File: config.mk
export PLATFORM = sky130hd
export DESIGN_NAME = weather_code_token_decoder_flat
export DESIGN_NICKNAME = d
export VERILOG_FILES = /design/src/rtl/wctd_pkg.sv /design/src/rtl/wctd_char_if.sv /design/src/rtl/wctd_result_if.sv /design/src/rtl/wctd_ram.sv /design/src/rtl/wctd_front.sv /design/src/rtl/wctd_queue.sv /design/src/rtl/wctd_back.sv /design/src/rtl/weather_code_token_decoder.sv /design/src/flat_wrapper.sv
export SDC_FILE = /design/constraint.sdc
export NUM_CORES = 1
export LEC_CHECK = 0
export BUFFER_PORTS_ARGS = -buffer_cell sky130_fd_sc_hd__buf_2
export CAP_MARGIN = 25
export CORE_ASPECT_RATIO = 1.1
export CORE_MARGIN = 8
export CORE_UTILIZATION = 45
export DETAILED_ROUTE_END_ITERATION = 16
export GPL_ROUTABILITY_DRIVEN = 1
export GPL_TIMING_DRIVEN = 0
export PLACE_DENSITY = 0.71
export SLEW_MARGIN = 10
export SYNTH_ARGS = -nofsm -noshare
export SYNTH_HDL_FRONTEND = slang
export SYNTH_HIERARCHICAL = 1
export SYNTH_SLANG_ARGS = --single-unit
File: constraint.sdc
create_clock -name clk -period 4.5 [get_ports clk]
set_clock_uncertainty 0.05 [all_clocks]
set_input_delay 0.225 -clock clk [delete_from_list [all_inputs] [get_ports clk]]
set_output_delay 0.225 -clock clk [all_outputs]
set_load 0.02 [all_outputs]
File: src/rtl/wctd_pkg.sv
package wctd_pkg;

    // Default list capacity, the phenomenon code width and the summary queue depth.
    localparam int MaxPhenomenaDefault = 8;
    localparam int PhenW               = 5;
    localparam int QueueDepth          = 2;

    // Parser phases.
    localparam logic [1:0] PhaseFirst = 2'd0;
    localparam logic [1:0] PhaseCode  = 2'd1;
    localparam logic [1:0] PhaseHeld  = 2'd2;
    localparam logic [1:0] PhasePair  = 2'd3;

    // Intensity codes.
    localparam logic [1:0] IntensityNormal = 2'd0;
    localparam logic [1:0] IntensityLight  = 2'd1;
    localparam logic [1:0] IntensityHeavy  = 2'd2;

    // Intensity prefix characters.
    localparam logic [7:0] CharMinus = 8'h2D;
    localparam logic [7:0] CharPlus  = 8'h2B;

    // Per-token summary handed from the parser to the result sequencer.
    typedef struct packed {
        logic       token_valid;
        logic [1:0] intensity;
        logic [7:0] descriptor_flags;
        logic       temporary_flag;
        logic       list_overflow;
        logic       bank;
    } tok_info_t;

    function automatic logic is_letter(input logic [7:0] c);
        return ((c >= 8'h41) && (c <= 8'h5A)) || ((c >= 8'h61) && (c <= 8'h7A));
    endfunction

    // Descriptor pairs map to a single flag bit; anything else gives zero.
    function automatic logic [7:0] descriptor_bit(input logic [15:0] key);
        logic [7:0] d;
        unique case (key)
            "VC":    d = 8'h01;
            "BL":    d = 8'h02;
            "DR":    d = 8'h04;
            "FZ":    d = 8'h08;
            "PR":    d = 8'h10;
            "MI":    d = 8'h20;
            "BC":    d = 8'h40;
            "TS":    d = 8'h80;
            default: d = 8'h00;
        endcase
        return d;
    endfunction

    // Weather pairs map to a phenomenon code; zero means not a weather pair.
    function automatic logic [PhenW-1:0] weather_code(input logic [15:0] key);
        logic [PhenW-1:0] w;
        unique case (key)
            "SH":    w = 5'd1;
            "BR":    w = 5'd2;
            "DS":    w = 5'd3;
            "DU":    w = 5'd4;
            "DZ":    w = 5'd5;
            "FC":    w = 5'd6;
            "FG":    w = 5'd7;
            "FU":    w = 5'd8;
            "GR":    w = 5'd9;
            "GS":    w = 5'd10;
            "HZ":    w = 5'd11;
            "IC":    w = 5'd12;
            "PE":    w = 5'd13;
            "PL":    w = 5'd13;
            "PO":    w = 5'd14;
            "PY":    w = 5'd15;
            "RA":    w = 5'd16;
            "SA":    w = 5'd17;
            "SG":    w = 5'd18;
            "SN":    w = 5'd19;
            "SQ":    w = 5'd20;
            "SS":    w = 5'd21;
            "UP":    w = 5'd22;
            "VA":    w = 5'd23;
            default: w = 5'd0;
        endcase
        return w;
    endfunction

endpackage

File: src/rtl/wctd_char_if.sv
interface wctd_char_if;
    logic       valid;
    logic       ready;
    logic [7:0] char_code;
    logic       end_of_token;
    logic       temporary;

    modport source (output valid, output char_code, output end_of_token,
                    output temporary, input ready);
    modport sink (input valid, input char_code, input end_of_token,
                  input temporary, output ready);
endinterface

File: src/rtl/wctd_result_if.sv
interface wctd_result_if;
    logic       valid;
    logic       ready;
    logic       token_valid;
    logic [1:0] intensity;
    logic [4:0] phenomenon;
    logic [7:0] descriptor_flags;
    logic       temporary_flag;
    logic       list_overflow;
    logic       last_result;

    modport source (output valid, output token_valid, output intensity,
                    output phenomenon, output descriptor_flags,
                    output temporary_flag, output list_overflow,
                    output last_result, input ready);
    modport sink (input valid, input token_valid, input intensity,
                  input phenomenon, input descriptor_flags,
                  input temporary_flag, input list_overflow,
                  input last_result, output ready);
endinterface

File: src/rtl/wctd_ram.sv
module wctd_ram #(
    parameter int WIDTH = 5,
    parameter int DEPTH = 16
) (
    input  logic                     clk,
    input  logic                     wr_en,
    input  logic [$clog2(DEPTH)-1:0] wr_addr,
    input  logic [WIDTH-1:0]         wr_data,
    input  logic                     rd_en,
    input  logic [$clog2(DEPTH)-1:0] rd_addr,
    output logic [WIDTH-1:0]         rd_data
);

    logic [WIDTH-1:0] mem [DEPTH];
    logic [WIDTH-1:0] rd_data_reg;

    always_ff @(posedge clk)
    begin
        if (wr_en)
        begin
            mem[wr_addr] <= wr_data;
        end
        if (rd_en)
        begin
            rd_data_reg <= mem[rd_addr];
        end
    end

    assign rd_data = rd_data_reg;

endmodule

File: src/rtl/wctd_front.sv
module wctd_front
    import wctd_pkg::*;
#(
    parameter int MAX_PHENOMENA = MaxPhenomenaDefault
) (
    input  logic                  clk,
    input  logic                  rst_n,
    wctd_char_if.sink             chars,
    input  logic                  queue_full,
    output logic                  push,
    output tok_info_t             push_info,
    output logic [$clog2(MAX_PHENOMENA+1)-1:0] push_count,
    output logic                  ram_we,
    output logic [((MAX_PHENOMENA > 1) ? $clog2(MAX_PHENOMENA) : 1):0] ram_waddr,
    output logic [PhenW-1:0]      ram_wdata
);

    localparam int CNT_W = $clog2(MAX_PHENOMENA + 1);
    localparam int IDX_W = (MAX_PHENOMENA > 1) ? $clog2(MAX_PHENOMENA) : 1;

    logic [1:0]       phase_reg, phase_upd, phase_next;
    logic [7:0]       held_reg, held_upd, held_next;
    logic [1:0]       intensity_reg, intensity_upd, intensity_next;
    logic [7:0]       desc_reg, desc_upd, desc_next;
    logic [CNT_W-1:0] count_reg, count_upd, count_next;
    logic             err_reg, err_upd, err_next;
    logic             ovf_reg, ovf_upd, ovf_next;
    logic             bank_reg, bank_next;

    logic             accept;
    logic             letter;
    logic [7:0]       desc_bit;
    logic [PhenW-1:0] wcode;
    logic             tok_ok;

    assign chars.ready = !queue_full;
    assign accept      = chars.valid && !queue_full;
    assign letter      = is_letter(chars.char_code);
    assign desc_bit    = descriptor_bit({1'b0, held_reg[6:0], chars.char_code});
    assign wcode       = weather_code({1'b0, held_reg[6:0], chars.char_code});

    always_comb
    begin
        phase_upd     = phase_reg;
        held_upd      = held_reg;
        intensity_upd = intensity_reg;
        desc_upd      = desc_reg;
        count_upd     = count_reg;
        err_upd       = err_reg;
        ovf_upd       = ovf_reg;
        ram_we        = 1'b0;
        ram_waddr     = {bank_reg, count_reg[IDX_W-1:0]};
        ram_wdata     = wcode;

        if (accept && !err_reg)
        begin
            unique case (phase_reg)
                PhaseFirst:
                begin
                    if (letter)
                    begin
                        held_upd  = chars.char_code | 8'h80;
                        phase_upd = PhaseHeld;
                    end
                    else if (chars.char_code == CharMinus)
                    begin
                        intensity_upd = IntensityLight;
                        phase_upd     = PhaseCode;
                    end
                    else if (chars.char_code == CharPlus)
                    begin
                        intensity_upd = IntensityHeavy;
                        phase_upd     = PhaseCode;
                    end
                    else
                    begin
                        err_upd = 1'b1;
                    end
                end
                PhaseCode:
                begin
                    if (letter)
                    begin
                        held_upd  = chars.char_code | 8'h80;
                        phase_upd = PhaseHeld;
                    end
                    else
                    begin
                        err_upd = 1'b1;
                    end
                end
                PhaseHeld:
                begin
                    if (held_reg[7] && !letter)
                    begin
                        err_upd = 1'b1;
                    end
                    else
                    begin
                        // Descriptor takes precedence; then a weather code joins the list.
                        if (desc_bit != 8'h00)
                        begin
                            desc_upd = desc_reg | desc_bit;
                        end
                        else if (wcode != '0)
                        begin
                            if (count_reg < CNT_W'(MAX_PHENOMENA))
                            begin
                                ram_we    = 1'b1;
                                count_upd = count_reg + CNT_W'(1);
                            end
                            else
                            begin
                                ovf_upd = 1'b1;
                            end
                        end
                        held_upd  = 8'h00;
                        phase_upd = PhasePair;
                    end
                end
                PhasePair:
                begin
                    held_upd  = chars.char_code[7] ? 8'h00 : chars.char_code;
                    phase_upd = PhaseHeld;
                end
                default:
                begin
                    phase_upd = PhaseFirst;
                end
            endcase
        end

        tok_ok = !err_upd
                 && ((phase_upd == PhasePair) || ((phase_upd == PhaseHeld) && !held_upd[7]))
                 && ((count_upd != '0) || (desc_upd != 8'h00));

        push                       = accept && chars.end_of_token;
        push_info.token_valid      = tok_ok;
        push_info.intensity        = tok_ok ? intensity_upd : IntensityNormal;
        push_info.descriptor_flags = tok_ok ? desc_upd : 8'h00;
        push_info.temporary_flag   = tok_ok && chars.temporary;
        push_info.list_overflow    = tok_ok && ovf_upd;
        push_info.bank             = bank_reg;
        push_count                 = tok_ok ? count_upd : '0;

        if (push)
        begin
            phase_next     = PhaseFirst;
            held_next      = 8'h00;
            intensity_next = IntensityNormal;
            desc_next      = 8'h00;
            count_next     = '0;
            err_next       = 1'b0;
            ovf_next       = 1'b0;
            bank_next      = !bank_reg;
        end
        else
        begin
            phase_next     = phase_upd;
            held_next      = held_upd;
            intensity_next = intensity_upd;
            desc_next      = desc_upd;
            count_next     = count_upd;
            err_next       = err_upd;
            ovf_next       = ovf_upd;
            bank_next      = bank_reg;
        end
    end

    always_ff @(posedge clk or negedge rst_n)
    begin
        if (!rst_n)
        begin
            phase_reg     <= PhaseFirst;
            held_reg      <= 8'h00;
            intensity_reg <= IntensityNormal;
            desc_reg      <= 8'h00;
            count_reg     <= '0;
            err_reg       <= 1'b0;
            ovf_reg       <= 1'b0;
            bank_reg      <= 1'b0;
        end
        else
        begin
            phase_reg     <= phase_next;
            held_reg      <= held_next;
            intensity_reg <= intensity_next;
            desc_reg      <= desc_next;
            count_reg     <= count_next;
            err_reg       <= err_next;
            ovf_reg       <= ovf_next;
            bank_reg      <= bank_next;
        end
    end

endmodule

File: src/rtl/wctd_queue.sv
module wctd_queue
    import wctd_pkg::*;
#(
    parameter int WIDTH = 16
) (
    input  logic             clk,
    input  logic             rst_n,
    input  logic             push,
    input  logic [WIDTH-1:0] push_data,
    output logic             full,
    output logic             head_valid,
    output logic [WIDTH-1:0] head_data,
    input  logic             pop
);

    logic [WIDTH-1:0] entry_reg [QueueDepth];
    logic             wr_ptr_reg, wr_ptr_next;
    logic             rd_ptr_reg, rd_ptr_next;
    logic [1:0]       count_reg, count_next;

    assign full       = (count_reg == 2'(QueueDepth));
    assign head_valid = (count_reg != 2'd0);
    assign head_data  = entry_reg[rd_ptr_reg];

    always_comb
    begin
        wr_ptr_next = push ? !wr_ptr_reg : wr_ptr_reg;
        rd_ptr_next = pop ? !rd_ptr_reg : rd_ptr_reg;
        count_next  = count_reg + 2'(push) - 2'(pop);
    end

    always_ff @(posedge clk)
    begin
        if (push)
        begin
            entry_reg[wr_ptr_reg] <= push_data;
        end
    end

    always_ff @(posedge clk or negedge rst_n)
    begin
        if (!rst_n)
        begin
            wr_ptr_reg <= 1'b0;
            rd_ptr_reg <= 1'b0;
            count_reg  <= 2'd0;
        end
        else
        begin
            wr_ptr_reg <= wr_ptr_next;
            rd_ptr_reg <= rd_ptr_next;
            count_reg  <= count_next;
        end
    end

endmodule

File: src/rtl/wctd_back.sv
module wctd_back
    import wctd_pkg::*;
#(
    parameter int MAX_PHENOMENA = MaxPhenomenaDefault
) (
    input  logic                  clk,
    input  logic                  rst_n,
    input  logic                  head_valid,
    input  tok_info_t             head_info,
    input  logic [$clog2(MAX_PHENOMENA+1)-1:0] head_count,
    output logic                  pop,
    output logic                  ram_re,
    output logic [((MAX_PHENOMENA > 1) ? $clog2(MAX_PHENOMENA) : 1):0] ram_raddr,
    input  logic [PhenW-1:0]      ram_rdata,
    wctd_result_if.source         results
);

    localparam int CNT_W = $clog2(MAX_PHENOMENA + 1);
    localparam int IDX_W = (MAX_PHENOMENA > 1) ? $clog2(MAX_PHENOMENA) : 1;

    logic [CNT_W-1:0] idx_reg, idx_next;
    logic             s1_valid_reg, s1_valid_next;
    tok_info_t        s1_info_reg;
    logic             s1_last_reg;
    logic             s1_use_list_reg;
    logic             out_valid_reg, out_valid_next;
    tok_info_t        out_info_reg;
    logic [PhenW-1:0] out_phen_reg;
    logic             out_last_reg;

    logic [CNT_W-1:0] n_results;
    logic             is_last;
    logic             out_load;
    logic             issue;

    // A token with an empty list still gives one result.
    assign n_results = (head_count == '0) ? CNT_W'(1) : head_count;
    assign is_last   = ((idx_reg + CNT_W'(1)) == n_results);
    assign out_load  = s1_valid_reg && (!out_valid_reg || results.ready);
    assign issue     = head_valid && (!s1_valid_reg || out_load);
    assign pop       = issue && is_last;
    assign ram_re    = issue;
    assign ram_raddr = {head_info.bank, idx_reg[IDX_W-1:0]};

    always_comb
    begin
        idx_next = idx_reg;
        if (issue)
        begin
            idx_next = is_last ? '0 : (idx_reg + CNT_W'(1));
        end

        s1_valid_next = s1_valid_reg;
        if (issue)
        begin
            s1_valid_next = 1'b1;
        end
        else if (out_load)
        begin
            s1_valid_next = 1'b0;
        end

        out_valid_next = out_valid_reg;
        if (out_load)
        begin
            out_valid_next = 1'b1;
        end
        else if (results.ready)
        begin
            out_valid_next = 1'b0;
        end
    end

    always_ff @(posedge clk)
    begin
        if (issue)
        begin
            s1_info_reg     <= head_info;
            s1_last_reg     <= is_last;
            s1_use_list_reg <= (head_count != '0);
        end
        if (out_load)
        begin
            out_info_reg <= s1_info_reg;
            out_phen_reg <= s1_use_list_reg ? ram_rdata : '0;
            out_last_reg <= s1_last_reg;
        end
    end

    always_ff @(posedge clk or negedge rst_n)
    begin
        if (!rst_n)
        begin
            idx_reg       <= '0;
            s1_valid_reg  <= 1'b0;
            out_valid_reg <= 1'b0;
        end
        else
        begin
            idx_reg       <= idx_next;
            s1_valid_reg  <= s1_valid_next;
            out_valid_reg <= out_valid_next;
        end
    end

    assign results.valid            = out_valid_reg;
    assign results.token_valid      = out_info_reg.token_valid;
    assign results.intensity        = out_info_reg.intensity;
    assign results.phenomenon       = out_phen_reg;
    assign results.descriptor_flags = out_info_reg.descriptor_flags;
    assign results.temporary_flag   = out_info_reg.temporary_flag;
    assign results.list_overflow    = out_info_reg.list_overflow;
    assign results.last_result      = out_last_reg;

endmodule

File: src/rtl/weather_code_token_decoder.sv
// Throughput: one character item per cycle while the queue is not full; a token's
// results leave at one per cycle while results.ready is high.
// Input stalls only while two finished tokens wait in the two-entry summary queue.
// Reset (rst_n, asynchronous, active low) clears all control state; the list memory
// is not cleared, as only entries written for the token being sequenced are ever used.
module weather_code_token_decoder
    import wctd_pkg::*;
#(
    parameter int MAX_PHENOMENA = MaxPhenomenaDefault
) (
    input  logic          clk,
    input  logic          rst_n,
    wctd_char_if.sink     chars,
    wctd_result_if.source results
);

    // The parser (front) reads one character per cycle unless the queue is full, and
    // keeps the state of the token being parsed. Weather codes are written straight into
    // one half of a two-bank list memory; at the end of a token a summary (flags, count,
    // bank) is pushed into a two-entry queue and the parser moves to the other bank.
    // The sequencer (back) walks the head summary, reading one list entry per cycle
    // unless results stall, via the memory's registered port into an output register.
    // The head entry, and with it its bank, is released once its last read is issued.
    localparam int CNT_W   = $clog2(MAX_PHENOMENA + 1);
    localparam int IDX_W   = (MAX_PHENOMENA > 1) ? $clog2(MAX_PHENOMENA) : 1;
    localparam int RAM_D   = 2 << IDX_W;
    localparam int Q_WIDTH = $bits(tok_info_t) + CNT_W;

    logic               push;
    tok_info_t          push_info;
    logic [CNT_W-1:0]   push_count;
    logic               queue_full;
    logic               head_valid;
    logic [Q_WIDTH-1:0] head_data;
    tok_info_t          head_info;
    logic [CNT_W-1:0]   head_count;
    logic               pop;

    logic               ram_we;
    logic [IDX_W:0]     ram_waddr;
    logic [PhenW-1:0]   ram_wdata;
    logic               ram_re;
    logic [IDX_W:0]     ram_raddr;
    logic [PhenW-1:0]   ram_rdata;

    wctd_front #(
        .MAX_PHENOMENA (MAX_PHENOMENA)
    ) u_front (
        .clk        (clk),
        .rst_n      (rst_n),
        .chars      (chars),
        .queue_full (queue_full),
        .push       (push),
        .push_info  (push_info),
        .push_count (push_count),
        .ram_we     (ram_we),
        .ram_waddr  (ram_waddr),
        .ram_wdata  (ram_wdata)
    );

    wctd_queue #(
        .WIDTH (Q_WIDTH)
    ) u_queue (
        .clk        (clk),
        .rst_n      (rst_n),
        .push       (push),
        .push_data  ({push_info, push_count}),
        .full       (queue_full),
        .head_valid (head_valid),
        .head_data  (head_data),
        .pop        (pop)
    );

    assign head_info  = head_data[Q_WIDTH-1:CNT_W];
    assign head_count = head_data[CNT_W-1:0];

    wctd_ram #(
        .WIDTH (PhenW),
        .DEPTH (RAM_D)
    ) u_list_ram (
        .clk     (clk),
        .wr_en   (ram_we),
        .wr_addr (ram_waddr),
        .wr_data (ram_wdata),
        .rd_en   (ram_re),
        .rd_addr (ram_raddr),
        .rd_data (ram_rdata)
    );

    wctd_back #(
        .MAX_PHENOMENA (MAX_PHENOMENA)
    ) u_back (
        .clk        (clk),
        .rst_n      (rst_n),
        .head_valid (head_valid),
        .head_info  (head_info),
        .head_count (head_count),
        .pop        (pop),
        .ram_re     (ram_re),
        .ram_raddr  (ram_raddr),
        .ram_rdata  (ram_rdata),
        .results    (results)
    );

endmodule

File: src/flat_wrapper.sv
// flat-port wrapper written by rule: the top's interface ports become plain ports
module weather_code_token_decoder_flat import wctd_pkg::*;
#(
    parameter int MAX_PHENOMENA = MaxPhenomenaDefault
)
  (clk, rst_n, chars_valid, chars_char_code, chars_end_of_token, chars_temporary, chars_ready, results_valid, results_token_valid, results_intensity, results_phenomenon, results_descriptor_flags, results_temporary_flag, results_list_overflow, results_last_result, results_ready);
  wctd_char_if chars_i ();
  wctd_result_if results_i ();
  input  logic clk;
  input  logic rst_n;
  input wire logic [$bits(chars_i.valid)-1:0] chars_valid;
  input wire logic [$bits(chars_i.char_code)-1:0] chars_char_code;
  input wire logic [$bits(chars_i.end_of_token)-1:0] chars_end_of_token;
  input wire logic [$bits(chars_i.temporary)-1:0] chars_temporary;
  output wire logic [$bits(chars_i.ready)-1:0] chars_ready;
  output wire logic [$bits(results_i.valid)-1:0] results_valid;
  output wire logic [$bits(results_i.token_valid)-1:0] results_token_valid;
  output wire logic [$bits(results_i.intensity)-1:0] results_intensity;
  output wire logic [$bits(results_i.phenomenon)-1:0] results_phenomenon;
  output wire logic [$bits(results_i.descriptor_flags)-1:0] results_descriptor_flags;
  output wire logic [$bits(results_i.temporary_flag)-1:0] results_temporary_flag;
  output wire logic [$bits(results_i.list_overflow)-1:0] results_list_overflow;
  output wire logic [$bits(results_i.last_result)-1:0] results_last_result;
  input wire logic [$bits(results_i.ready)-1:0] results_ready;
  assign chars_i.valid = chars_valid;
  assign chars_i.char_code = chars_char_code;
  assign chars_i.end_of_token = chars_end_of_token;
  assign chars_i.temporary = chars_temporary;
  assign chars_ready = chars_i.ready;
  assign results_valid = results_i.valid;
  assign results_token_valid = results_i.token_valid;
  assign results_intensity = results_i.intensity;
  assign results_phenomenon = results_i.phenomenon;
  assign results_descriptor_flags = results_i.descriptor_flags;
  assign results_temporary_flag = results_i.temporary_flag;
  assign results_list_overflow = results_i.list_overflow;
  assign results_last_result = results_i.last_result;
  assign results_i.ready = results_ready;
  weather_code_token_decoder #(.MAX_PHENOMENA(MAX_PHENOMENA)) u_core (.clk(clk), .rst_n(rst_n), .chars(chars_i), .results(results_i));
endmodule
======== Yosys cells after proc, flatten, opt, wreduce, memory -nomap -nowiden ========
Memory sizes are Yosys's and may differ from the RTL's. A register that Yosys moved wholly into a read port is not among the register bits.
Index checks and enable logic that the tools add are counted.
storage, ports and cells
  flip-flop bits (word level) ............. 71
  latch bits .............................. 0
  bits in writable memories ............... 116
  ROM bits ................................ 0
  input bits .............................. 14
  output and inout bits ................... 21
  logic and storage cells ................. 195
  memories kept ........................... 2
memories
  name                      depth  width  read ports  clocked after Yosys merged registers in  wr ports  RTL line          source
  u_core.u_list_ram.mem     16     5      1           1                                        1         wctd_ram.sv:14    logic [WIDTH-1:0] mem [DEPTH];
  u_core.u_queue.entry_reg  2      18     1           0                                        1         wctd_queue.sv:16  logic [WIDTH-1:0] entry_reg [QueueDepth];
operators by class
  add/sub/neg operators ................... 4
  multipliers ............................. 0
  divide/modulo/power cells ............... 0
  order comparisons ....................... 5
  equality and inequality tests ........... 43
  shifts and indexed selects .............. 0
  mux-type cells .......................... 68
  bitwise gates (word level) .............. 1
  reductions and logical operators ........ 43
operators by type and width
  cell                                                               number
  == test 15 bit, second input constant                              32
  case mux 5 bit (23 select lines)                                   1
  2-to-1 mux 8 bit                                                   10
  case mux 8 bit (8 select lines)                                    1
  2-to-1 mux 4 bit                                                   10
  2-to-1 mux 1 bit                                                   28
  2-to-1 mux 2 bit                                                   14
  case mux 8 bit (3 select lines)                                    1
  == test 8 x 6 -> 1 bit, second input constant                      2
  greater-or-equal comparator 8 x 7 -> 1 bit, second input constant  2
  less-or-equal comparator 8 x 7 -> 1 bit, second input constant     2
  nonzero test 8 bit                                                 2
  logical AND 1 bit                                                  14
  == test 2 bit, second input constant                               5
  zero test 1 bit                                                    10
  adder 4 x 1 -> 4 bit, second input constant                        2
  bitwise OR 8 bit                                                   1
  case mux 2 bit (4 select lines)                                    1
  nonzero test 2 bit                                                 4
  nonzero test 4 bit                                                 2
  2-to-1 mux 7 bit                                                   1
  logical OR 1 bit                                                   5
  nonzero test 5 bit                                                 1
  == test 4 bit                                                      1
  11 further kinds                                                   12

======== Longest topological paths before layout ========
Gate-level depths: netlist of the first run.
  depth after elaboration ................. 14
  depth in mapped cells ................... 10
  mapped depth without buffers ............ 9

======== Hierarchy ========
The synthesis of the first run kept the hierarchy.
by module, submodules not included
  module      times used  cells an instance  area an instance (um^2)
  wctd_ram    1           155                3,263.1
  wctd_front  1           316                2,452.4
  wctd_queue  1           71                 1,547.7
  wctd_back   1           87                 1,508.9

======== Worst setup path after synthesis of the first run ========
Ideal clock, no wire load.
  path kind ............................... input to register
  start point ............................. in chars_char_code[2]
  end point ............................... mem u_core.u_list_ram.mem[0][0], enable pin
  arrival time ............................ 3.225 ns
  data required time ...................... 4.076 ns
  slack ................................... 0.851 ns
  stages .................................. 10
  buffers on the path ..................... 2
  cell sequence ........................... buf_2 or2_2 buf_2 nor3_1 nand2_1 o21a_1 o211ai_1 o311a_1 or3b_2 nor3_1
on the way
  cells in the longest elaborated chain, start to end .. 11
  elaborated cells between the ends (all ways) .. 53
RTL lines
  item                                        RTL line                          source
  start, declared                             flat_wrapper.sv:12                input wire logic [$bits(chars_i.char_code)-1:0] chars_char_code;
  == test 15 bit                              wctd_pkg.sv:57                    unique case (key)
  OR reduction 2 bit (no source line)         -
  case mux 5 bit (23 select lines) (*)        wctd_pkg.sv:57
  named net u_core.ram_wdata[3]               weather_code_token_decoder.sv:41  logic [PhenW-1:0] ram_wdata;
  nonzero test 5 bit (*)                      wctd_front.sv:105                 else if (wcode != '0)
  2-to-1 mux 1 bit (*)                        wctd_front.sv:105
  2-to-1 mux 1 bit (*)                        wctd_front.sv:101                 if (desc_bit != 8'h00)
  2-to-1 mux 1 bit (*)                        wctd_front.sv:94                  if (held_reg[7] && !letter)
  2-to-1 mux 1 bit (*)                        wctd_front.sv:57                  unique case (phase_reg)
  2-to-1 mux 1 bit (*)                        wctd_front.sv:55                  if (accept && !err_reg)
  named net u_core.ram_we                     weather_code_token_decoder.sv:39  logic ram_we;
  2-to-1 mux 1 bit (*)                        wctd_ram.sv:19                    if (wr_en)
  2-to-1 mux 1 bit (implied by the code) (*)  wctd_ram.sv:21                    mem[wr_addr] <= wr_data;
  end, declared                               wctd_ram.sv:14
The timed path passes the listed nets; every way through them passes the cells marked *.

======== Worst setup path in the final report of the first run ========
  start point ............................. reg u_core.u_front.held_reg[3]
  end point ............................... mem u_core.u_list_ram.mem[1][1], enable pin
on the way
  cells in the longest elaborated chain, start to end .. 11
  elaborated cells between the ends (all ways) .. 44
RTL lines
  item                                        RTL line                          source
  start, declared                             wctd_front.sv:22                  logic [7:0] held_reg, held_upd, held_next;
  start signal, assigned                      wctd_front.sv:186                 held_reg <= held_next;
  == test 15 bit                              wctd_pkg.sv:57
  OR reduction 2 bit (no source line)         -
  case mux 5 bit (23 select lines) (*)        wctd_pkg.sv:57
  named net u_core.ram_wdata[3]               weather_code_token_decoder.sv:41
  nonzero test 5 bit (*)                      wctd_front.sv:105
  2-to-1 mux 1 bit (*)                        wctd_front.sv:105
  2-to-1 mux 1 bit (*)                        wctd_front.sv:101
  2-to-1 mux 1 bit (*)                        wctd_front.sv:94
  2-to-1 mux 1 bit (*)                        wctd_front.sv:57
  2-to-1 mux 1 bit (*)                        wctd_front.sv:55
  named net u_core.ram_we                     weather_code_token_decoder.sv:39
  2-to-1 mux 1 bit (*)                        wctd_ram.sv:19
  2-to-1 mux 1 bit (implied by the code) (*)  wctd_ram.sv:21
Marked as above.

==> results of run 1 <==
## final cells by class
type	count	area [sq um]	area share, %
Tap cell	247	309.0	3.141
Buffer	34	207.7	2.111
Clock inverter	13	122.6	1.246
Inverter	10	37.54	0.3815
Multi-Input combinational cell	393	2964	30.13
Clock buffer	18	429.2	4.362
Sequential cell	192	5580	56.72
Timing Repair Buffer	36	187.7	1.908
## cell usage in the layout (no fill, tap or decap), drive strengths merged, types with 7 or more instances in the layout
| cell | n |
|---|---|
| edfxtp | 155 |
| nand3 | 21 |
| and2 | 14 |
| nand2 | 32 |
| mux2 | 18 |
| buf | 56 |
| o21ai | 13 |
| a32oi | 7 |
| nand2b | 11 |
| inv | 18 |
| nor3 | 18 |
| a21oi | 20 |
| clkbuf | 31 |
| mux4 | 20 |
| a22o | 7 |
| nor2 | 68 |
| xor2 | 10 |
| nor2b | 15 |
| dfrtp | 37 |
## worst reg2reg max path: cells and delay by family, from the launching register on
family	cells	cell delay (ps)
and+or+nand+nor	5	2370
DFF	1	470
AOI/OAI and AO/OA	3	940
## kinds of logic (layout without fill, tap and decap cells)
kind of cell / count (synthesis) / count (layout)
buf+inv: 44 / 111
simple gates: 242 / 242
compound gates: 92 / 92
flops: 192 / 192
mux: 40 / 40
fa+ha+maj: 4 / 4
xor+xnor: 15 / 15
## per-stage QoR
step	hold slack, ps	setup WS [ps]
6_report	22.86	293.4
5_1_grt	35.86	68.15
4_1_cts	3.839	118.6
3_5_place_dp	347.5	-51.67
3_3_place_gp	319.6	-445.4
2_1_floorplan	-120.6	851.0
## routing by layer
layer	up-vias	global-route usage, %	part of all wire [%]	routed length [um]
li1	2528	-	-	-
met1	2781	19.68	43	7860
met2	180	25.24	50	9072
met3	37	3.696	4.9	897
met4	0	6.109	2.1	374
met5	-	0	0	0
## repair_timing
action / 4_1_cts / 5_1_grt
endpoints found under the hold margin: 37 / 0
gates resized for setup: 1 / 2
endpoints found under the setup margin: 5 / 10
hold buffers: 1 / 0
## final timing paths
path / start / end / slack, ps / cells past startpoint
worst max register to register: u_core/u_front/held_reg[3]$_DFFE_PN0P_ / u_core/u_list_ram/mem[1][1]$_DFFE_PP_ / 290 / 8
worst max-delay path: u_core/u_front/held_reg[3]$_DFFE_PN0P_ / u_core/u_list_ram/mem[1][1]$_DFFE_PP_ / 290 / 8
worst min-delay path: results_ready / u_core/u_back/results.valid$_DFFE_PN0P_ / 20 / 3
max in group asynchronous: rst_n / u_core/u_back/s1_valid_reg$_DFFE_PN0P_ / 3430 / 2
worst min register to register: u_core/u_back/s1_info_reg[3]$_DFFE_PP_ / u_core/u_back/results.descriptor_flags[0]$_DFFE_PP_ / 370 / 0
min in group asynchronous: rst_n / u_core/u_front/held_reg[3]$_DFFE_PN0P_ / 410 / 2
## report_power, final
part	switching (W)	leakage [nW]	total (W)	internal, W
combinational	0.000716	1.34	0.00125	0.000537
clock	0.000678	0.261	0.00140	0.000727
sequential	0.000128	2.03	0.00239	0.00226
==> impl_results.md, run 1 <==
* Outcome: completed
* Post-CTS clock slew at the launch and capture registers of the worst setup and hold paths at 70 ps
* Distinct cell type count after synthesis at 83
* Number of filler instances in the final layout at 1631
* Register bit count reported by yosys at between 150 and 200
* Top cells by instance count after synthesis: 155 x edfxtp_1, 68 x nor2_1, 37 x dfrtp_1, 32 x nand2_1
* Post-DRT Antenna Nets at 0
* Dpl cell area at around 9000 sq um
* Synthesized Nets at between 600 and 700
* Global-route wire length before repair at 29220 um
* Slowest-stage cell, CP: nor2_1
* Fraction of the mapped netlist area in compound gates at 7.873%
* Main combinational cell family by area after synthesis: simple AND/OR/NAND/NOR gates
* Largest net degree at the start of global routing at 38
* Placed Instances at approximately 900
* Min Clock Period, post-route at 4207 ps
* Detailed-route DRC error count at 0
* Syn. warnings at 6
* Number of flops mapped to enable cells by yosys at 155
* Die height at 162.4 um
* Class of the tightest hold or removal check: input pin to flip-flop
* Number of post-CTS setup repair buffers at 0
* Avg Cell Area, Syn at 13.95 sq um
* Average wire per cell in the routed design at 19.30 um
* # clock sinks at 192
* Remaining max-slew budget at the tightest pin at 39.53%
* Initial antenna violation count at 0
* Proportion of synthesized area in mux cells at under 10%
* Vias per std cell at 5.860
* Final wirelength at 18200 um
* Maximum buffer depth of the clock tree at 2
* Final Max Tran Viols at 0
* Routability congestion estimate from global placement at 0.9480
* N_diodes at 0
* Largest cells by area after synthesis: edfxtp_1 53%, dfrtp_1 11%, mux4_2 5.1%
* Clock tree from TritonCTS: built
* Nature of the critical path startpoint: flip-flop
* Post-route core utilization at roughly 50%
* H-tree Lvls at 4
* RSZ-0062 raised after global routing: false
* Type of the worst setup path: flip-flop to flip-flop
* Static leakage power at 3.623 nW
* Adder and majority gate portion of the synthesized area at 0.5705%
* Number of DRC markers after the initial detailed-route iteration at 501
* Area growth syn-to-layout at 12.15%
* Worst voltage drop across the vdd grid at 303.2 uV
* Starting density of the core at ~46%
* Number of rows created at floorplan at 53
* Cell breakdown of the critical path: or3b_2 > nor2_1 > nand3_1 > a21boi_0 > o211ai_1 > o311a_1 > or3b_2 > nor2_1
* Top-area cell type share of the netlist area at 53.06%
* Leading register cell type out of synthesis: edfxtp_1
* GR Util All Layers at 15.52%
* Number of port buffers at 33
* Ratio of cells with drive above 1 in the final layout at 21.12%
* Via count of the first global-routing pass at 5540
* FMAX at 237.7 MHz
* Post-synthesis sequential area ratio at 63.61%
* Most common cell in the netlist: edfxtp_1
* Data arrival, critical path at 4230 ps
* NumNets Final at about 700
* Overall via count from detail_route at 5526
* Area of the mapped netlist at 8772 sq um
* Critical Path End Type: flip-flop
* Router iterations before antenna repair at 5
* Width of the die at about 150 um
* Largest delay share family, worst path: simple AND/OR/NAND/NOR gates
* Library cell occupying the most area in the post-synthesis netlist: edfxtp_1
* Hold violation count in the final report at 0
* Post-synthesis share of cell area spent on xor and xnor gates at under 10%
* Required time of the critical path at about 4500 ps
* Count of buffering cells on the critical path with inverters included at 0
* Core Area at 19100 sq um
* Final cell count without fillers at 943
* Transition at the pin with the smallest max-transition slack at roughly 900 ps
* Tot Pwr at 0.005050 W
* Async set-or-reset flop fraction in the synthesized netlist at a little under 20%
* Post-route design area at 9838 sq um
* Count of maximum capacitance violations at 0
* Post-DP HPWL at around 13000 um
* Delay contributed by the slowest stage of the critical path at 660 ps
* Num ports at 35
* Clock latency at the later pin of the worst-skew pair at approximately 430 ps
* Critical path peak fanout at 9
* Final worst path period share at 93.48%
* Number of CTS-inserted buffers at 17
* Number of flip-flops under the largest register name at 80
* Power per cell area at 513.3 nW/um^2
* Aggregate negative setup slack at 0 ps
* Cell count after synthesis at 629
* Count of final setup violators at 0
* Clock Root Buffer: clkbuf_16
* Simple-gate portion of the synthesized area at between 15 and 20%
* GRT Residual Overflow at 0
* Total Die Area at about 24000 sq um
Power figures use the tool's default switching activity.
==> run 2: changes to the inputs <==
--- a/config.mk
+++ b/config.mk
@@ -5,6 +5,7 @@
 export SDC_FILE = /design/constraint.sdc
 export NUM_CORES = 1
 export LEC_CHECK = 0
+export ABC_AREA = 1
 export BUFFER_PORTS_ARGS = -buffer_cell sky130_fd_sc_hd__buf_2
 export CAP_MARGIN = 25
 export CORE_ASPECT_RATIO = 1.1
==> run 2 against run 1 <==
  * Clock power rose by 11%
  * Count of clock-buffer cells in the layout fell by 1
  * Non-clock buffer count did not move
  * Worst setup slack improved by 720 ps
  * Combinational power rose by 34%
  * Flip-flop and latch count did not move
  * First-iteration DRC count fell by 2.2%
  * Worst hold slack improved by 14 ps
  * Via count rose by 23%
  * Critical path type unchanged
  * Largest cell class unchanged
==> impl_results.md, run 2 <==
* Critical Path End Type: flip-flop (unchanged)
* Switching share of total power at 34.35% (was 30.14%)
* Most common library cell in the layout ignoring fill and taps: nand2_1 (was edfxtp_1)
* Launching point of the worst reg2reg path: u_core/u_front/held_reg[3]$_DFFE_PN0P_ (unchanged)
* Delay contributed by the slowest stage of the critical path at 500 ps (was 660 ps)
* Critical path depth at 13 (was 8)
* Cell count after synthesis at 1016 (was 629)
* Final wirelength at 19710 um (was 18200 um)
* Register bit count reported by yosys at 192 (unchanged)
* Area of the mapped netlist at 9340 sq um (was 8772 sq um)
* Cell breakdown of the critical path: nor2_1 > nand2_1 > nor2_1 > nand3_1 > nand2_1 > nor2_1 > nand2_1 > nor2_2 > nand2_4 > nand2_1 > inv_1 > nand3b_1 > nor2_1 (was or3b_2 > nor2_1 > nand3_1 > a21boi_0 > o211ai_1 > o311a_1 > or3b_2 > nor2_1)
* Average wire per cell in the routed design at 14.69 um (was 19.30 um)
* Detailed-route DRC error count at 0 (unchanged)
* Count of final setup violators at 0 (unchanged)
* Type of the worst setup path: flip-flop to flip-flop (unchanged)
* Critical path peak fanout at 17 (was 9)
* Clock tree from TritonCTS: built (unchanged)
* GR Util All Layers at 15.67% (was 15.52%)
* Die height at 167.1 um (was 162.4 um)
* Power share of the clock group at 27.6% (was 27.8%)
* Combinational fraction of design power at 29.7% (was 24.8%)
* Count of buffering cells on the critical path with inverters included at 1 (was 0)
* Largest cells by area after synthesis: edfxtp_1 50%, nand2_1 10%, dfrtp_1 9.9% (was edfxtp_1 53%, dfrtp_1 11%, mux4_2 5.1%)
* Static leakage power at 4.672 nW (was 3.623 nW)
* H-tree Lvls at 4 (unchanged)
* Largest delay share family, worst path: simple AND/OR/NAND/NOR gates (unchanged)
* Core Area at 20510 sq um (was 19100 sq um)
* Clock Root Buffer: clkbuf_16 (unchanged)
* Number of port buffers at 34 (was 33)
* Number of CTS-inserted buffers at 17 (unchanged)
* Hold Crit Start: chars_end_of_token (was results_ready)
* Via count of the first global-routing pass at 6453 (was 5540)
* Aggregate negative setup slack at 0 ps (unchanged)
* Total Die Area at 25630 sq um (was 24220 sq um)
* Internal power contribution at 0.003699 W (was 0.003528 W)
* Number of rows created at floorplan at 55 (was 53)
* Vias per std cell at 5.050 (was 5.860)
* Top library cells by usage in the layout, fill and taps aside: 257 x nand2_1, 155 x edfxtp_1, 138 x nor2_1, 137 x inv_1, 109 x nand3_1 (was 155 x edfxtp_1, 68 x nor2_1, 40 x buf_2, 37 x dfrtp_1, 32 x nand2_1)
* Min Clock Period, post-route at 3492 ps (was 4207 ps)
* Number of cells on the worst reg-to-reg path at 13 (was 8)
* NumNets Final at 1091 (was 702)
* Routability congestion estimate from global placement at 0.8781 (was 0.9480)
* Class of the tightest hold or removal check: input pin to flip-flop (unchanged)
* Top cells by instance count after synthesis: 257 x nand2_1, 155 x edfxtp_1, 139 x nor2_1, 137 x inv_1, 109 x nand3_1 (was 155 x edfxtp_1, 68 x nor2_1, 37 x dfrtp_1, 32 x nand2_1)
* Required time of the critical path at 4520 ps (about the same)
* Starting density of the core at 45.55% (was 45.93%)
* Library cell occupying the most area in the post-synthesis netlist: edfxtp_1 (unchanged)
* Post-DRT Antenna Nets at 0 (unchanged)
* Final cell count without fillers at 1342 (was 943)
* Number of flops mapped to enable cells by yosys at 155 (unchanged)
* RSZ-0062 raised after global routing: false (unchanged)
* Largest net degree at the start of global routing at 38 (unchanged)
* Num ports at 35 (unchanged)
* Minimum setup slack among reg-to-reg paths at 1010 ps (was 290 ps)
* Area growth syn-to-layout at 12.63% (was 12.15%)
* Clock latency at the later pin of the worst-skew pair at 440 ps (was 430 ps)
* Transition at the pin with the smallest max-transition slack at 878.7 ps (was 903.0 ps)
* Beginning of the critical path: u_core/u_front/held_reg[3]$_DFFE_PN0P_ (unchanged)
* Area used by multi-input combinational logic at 2826 sq um (was 2964 sq um)
* Syn. warnings at 6 (unchanged)
* Data arrival, critical path at 3510 ps (was 4230 ps)
* Initial antenna violation count at 0 (unchanged)
* Maximum buffer depth of the clock tree at 2 (unchanged)
* Overall via count from detail_route at 6777 (was 5526)
* Count of maximum capacitance violations at 0 (unchanged)
* Nature of the critical path startpoint: flip-flop (unchanged)
* FMAX at 286.4 MHz (was 237.7 MHz)
* Sequential share of power at 42.8% (was 47.4%)
* Final worst path period share at 77.59% (was 93.48%)
* Global-route wire length before repair at 32120 um (was 29220 um)
* GRT Residual Overflow at 0 (unchanged)
* Post-DP HPWL at 14270 um (was 12980 um)
* Avg Cell Area, Syn at 9.193 sq um (was 13.95 sq um)
* Number of filler instances in the final layout at 1853 (was 1631)
* Hold violation count in the final report at 0 (unchanged)
* Post-synthesis sequential area ratio at 59.75% (was 63.61%)
* Width of the die at 153.4 um (was 149.1 um)
* Number of flip-flops under the largest register name at 80 (unchanged)
* Placed Instances at 1308 (was 911)
* Area occupied by registers at 5580 sq um (unchanged)
* Top-area cell type share of the netlist area at 49.83% (was 53.06%)
* Remaining max-slew budget at the tightest pin at 41.42% (was 39.53%)
* Tot Pwr at 0.005635 W (was 0.005050 W)
* N_diodes at 0 (unchanged)
* Synthesized Nets at 1034 (was 647)
* Async set-or-reset flop fraction in the synthesized netlist at 19.27% (unchanged)
* Distinct cell type count after synthesis at 34 (was 83)
* Outcome: completed (unchanged)
* Power per cell area at 535.6 nW/um^2 (was 513.3 nW/um^2)
* Endpoint of the worst register-to-register path: u_core/u_list_ram/mem[4][4]$_DFFE_PP_ (was u_core/u_list_ram/mem[1][1]$_DFFE_PP_)
* Ratio of cells with drive above 1 in the final layout at 16.57% (was 21.12%)
* Router iterations before antenna repair at 6 (was 5)
* # clock sinks at 192 (unchanged)
* Slowest-stage cell, CP: nor2_1 (unchanged)
* Switching power at 0.001936 W (was 0.001522 W)
* Final Max Tran Viols at 0 (unchanged)
* Most common cell in the netlist: nand2_1 (was edfxtp_1)
* Critical path endpoint: u_core/u_list_ram/mem[4][4]$_DFFE_PP_ (was u_core/u_list_ram/mem[1][1]$_DFFE_PP_)
* Leading register cell type out of synthesis: edfxtp_1 (unchanged)
* Number of DRC markers after the initial detailed-route iteration at 490 (was 501)
* Worst voltage drop across the vdd grid at 259.7 uV (was 303.2 uV)
* Post-CTS clock slew at the launch and capture registers of the worst setup and hold paths at 90 ps (was 70 ps)
==> run 2: cell types whose count changed in the layout (fill, tap and decap cells not counted), sizes merged, moves of 18 or more <==
| cell | delta |
|---|---|
| mux2 | -18 |
| nand2 | +247 |
| mux4 | -20 |
| inv | +160 |
| o21ai | +18 |
| nor2 | +81 |
| nand3 | +89 |
==> run 2: cells by family after synthesis <==
logic type,Yosys count,synth area share [%]
AOI/OAI and AO/OA,54,3.845
xor gates and xnor gates,4,0.3752
adders and majority gates,4,0.5359
buffers and inverters,203,10.06
DFF,192,59.75
and+or+nand+nor,559,25.44
==> run 2: how the worst min path moves through the flow <==
stage | depth (start not counted) | end
finish | 4 | u_core/u_front/held_reg[6]$_DFFE_PN0P_
CTS | 4 | u_core/u_front/held_reg[6]$_DFFE_PN0P_
detailed placement | 1 | u_core/u_front/held_reg[6]$_DFFE_PN0P_
floorplan | 0 | u_core/u_back/idx_reg[0]$_DFFE_PN0P_
global placement | 1 | u_core/u_front/held_reg[7]$_DFF_PN0_
global route | 4 | u_core/u_front/held_reg[6]$_DFFE_PN0P_
==> run 2: power by group through the flow <==
stage               clock network (W)  registers (W)  logic (W)
floorplan                           0        0.00253    0.00113
global placement                    0        0.00244    0.00162
detailed placement                  0        0.00245    0.00167
CTS                           0.00158        0.00241    0.00168
global route                  0.00165        0.00244    0.00186
finish                        0.00155        0.00241    0.00167
==> run 2: worst min-delay path: stages <==
cell and delay, ps:
buf_2 90, nor2_1 50, nand3_1 70, nand2_1 50
==> run 2: final cells by class <==
| class | count | share of cell area (%) |
|---|---|---|
| clock buffers | 17 | 4.044 |
| plain buffers | 32 | 2.759 |
| flip-flops and latches | 192 | 53.04 |
| repair buffers | 38 | 2.093 |
| inverters | 171 | 6.173 |
| multi-input cells | 621 | 26.87 |
| well taps | 256 | 3.045 |
| clock inverters | 15 | 1.974 |
==> run 2: per-stage QoR <==
step	worst slack (ps)	utilization [%]	hold WS (ps)	cell area, sq um
finish	1008	51.30	37.10	10520
floorplan	1893	-	-120.6	9340
global placement	1101	47.94	329.3	9831
detailed placement	1066	48.11	340.6	9867
CTS	1033	51.30	17.85	10520
global route	689.0	51.30	33.14	10520
==> run 2: routing by layer <==
metal,part of all wire (%),vias to the layer above,track usage [%]
met5,0,-,0
met4,1.2,0,5.885
met3,5.4,17,2.858
met2,49,216,25.90
met1,45,3168,20.26
li1,-,3376,-
==> run 2: timing repair <==
| item | in CTS | in global routing |
|---|---|---|
| endpoints found under the hold margin | 38 | 0 |
| hold buffers | 2 | 0 |
| gates resized for setup | 0 | 0 |
| setup buffers | 0 | 0 |
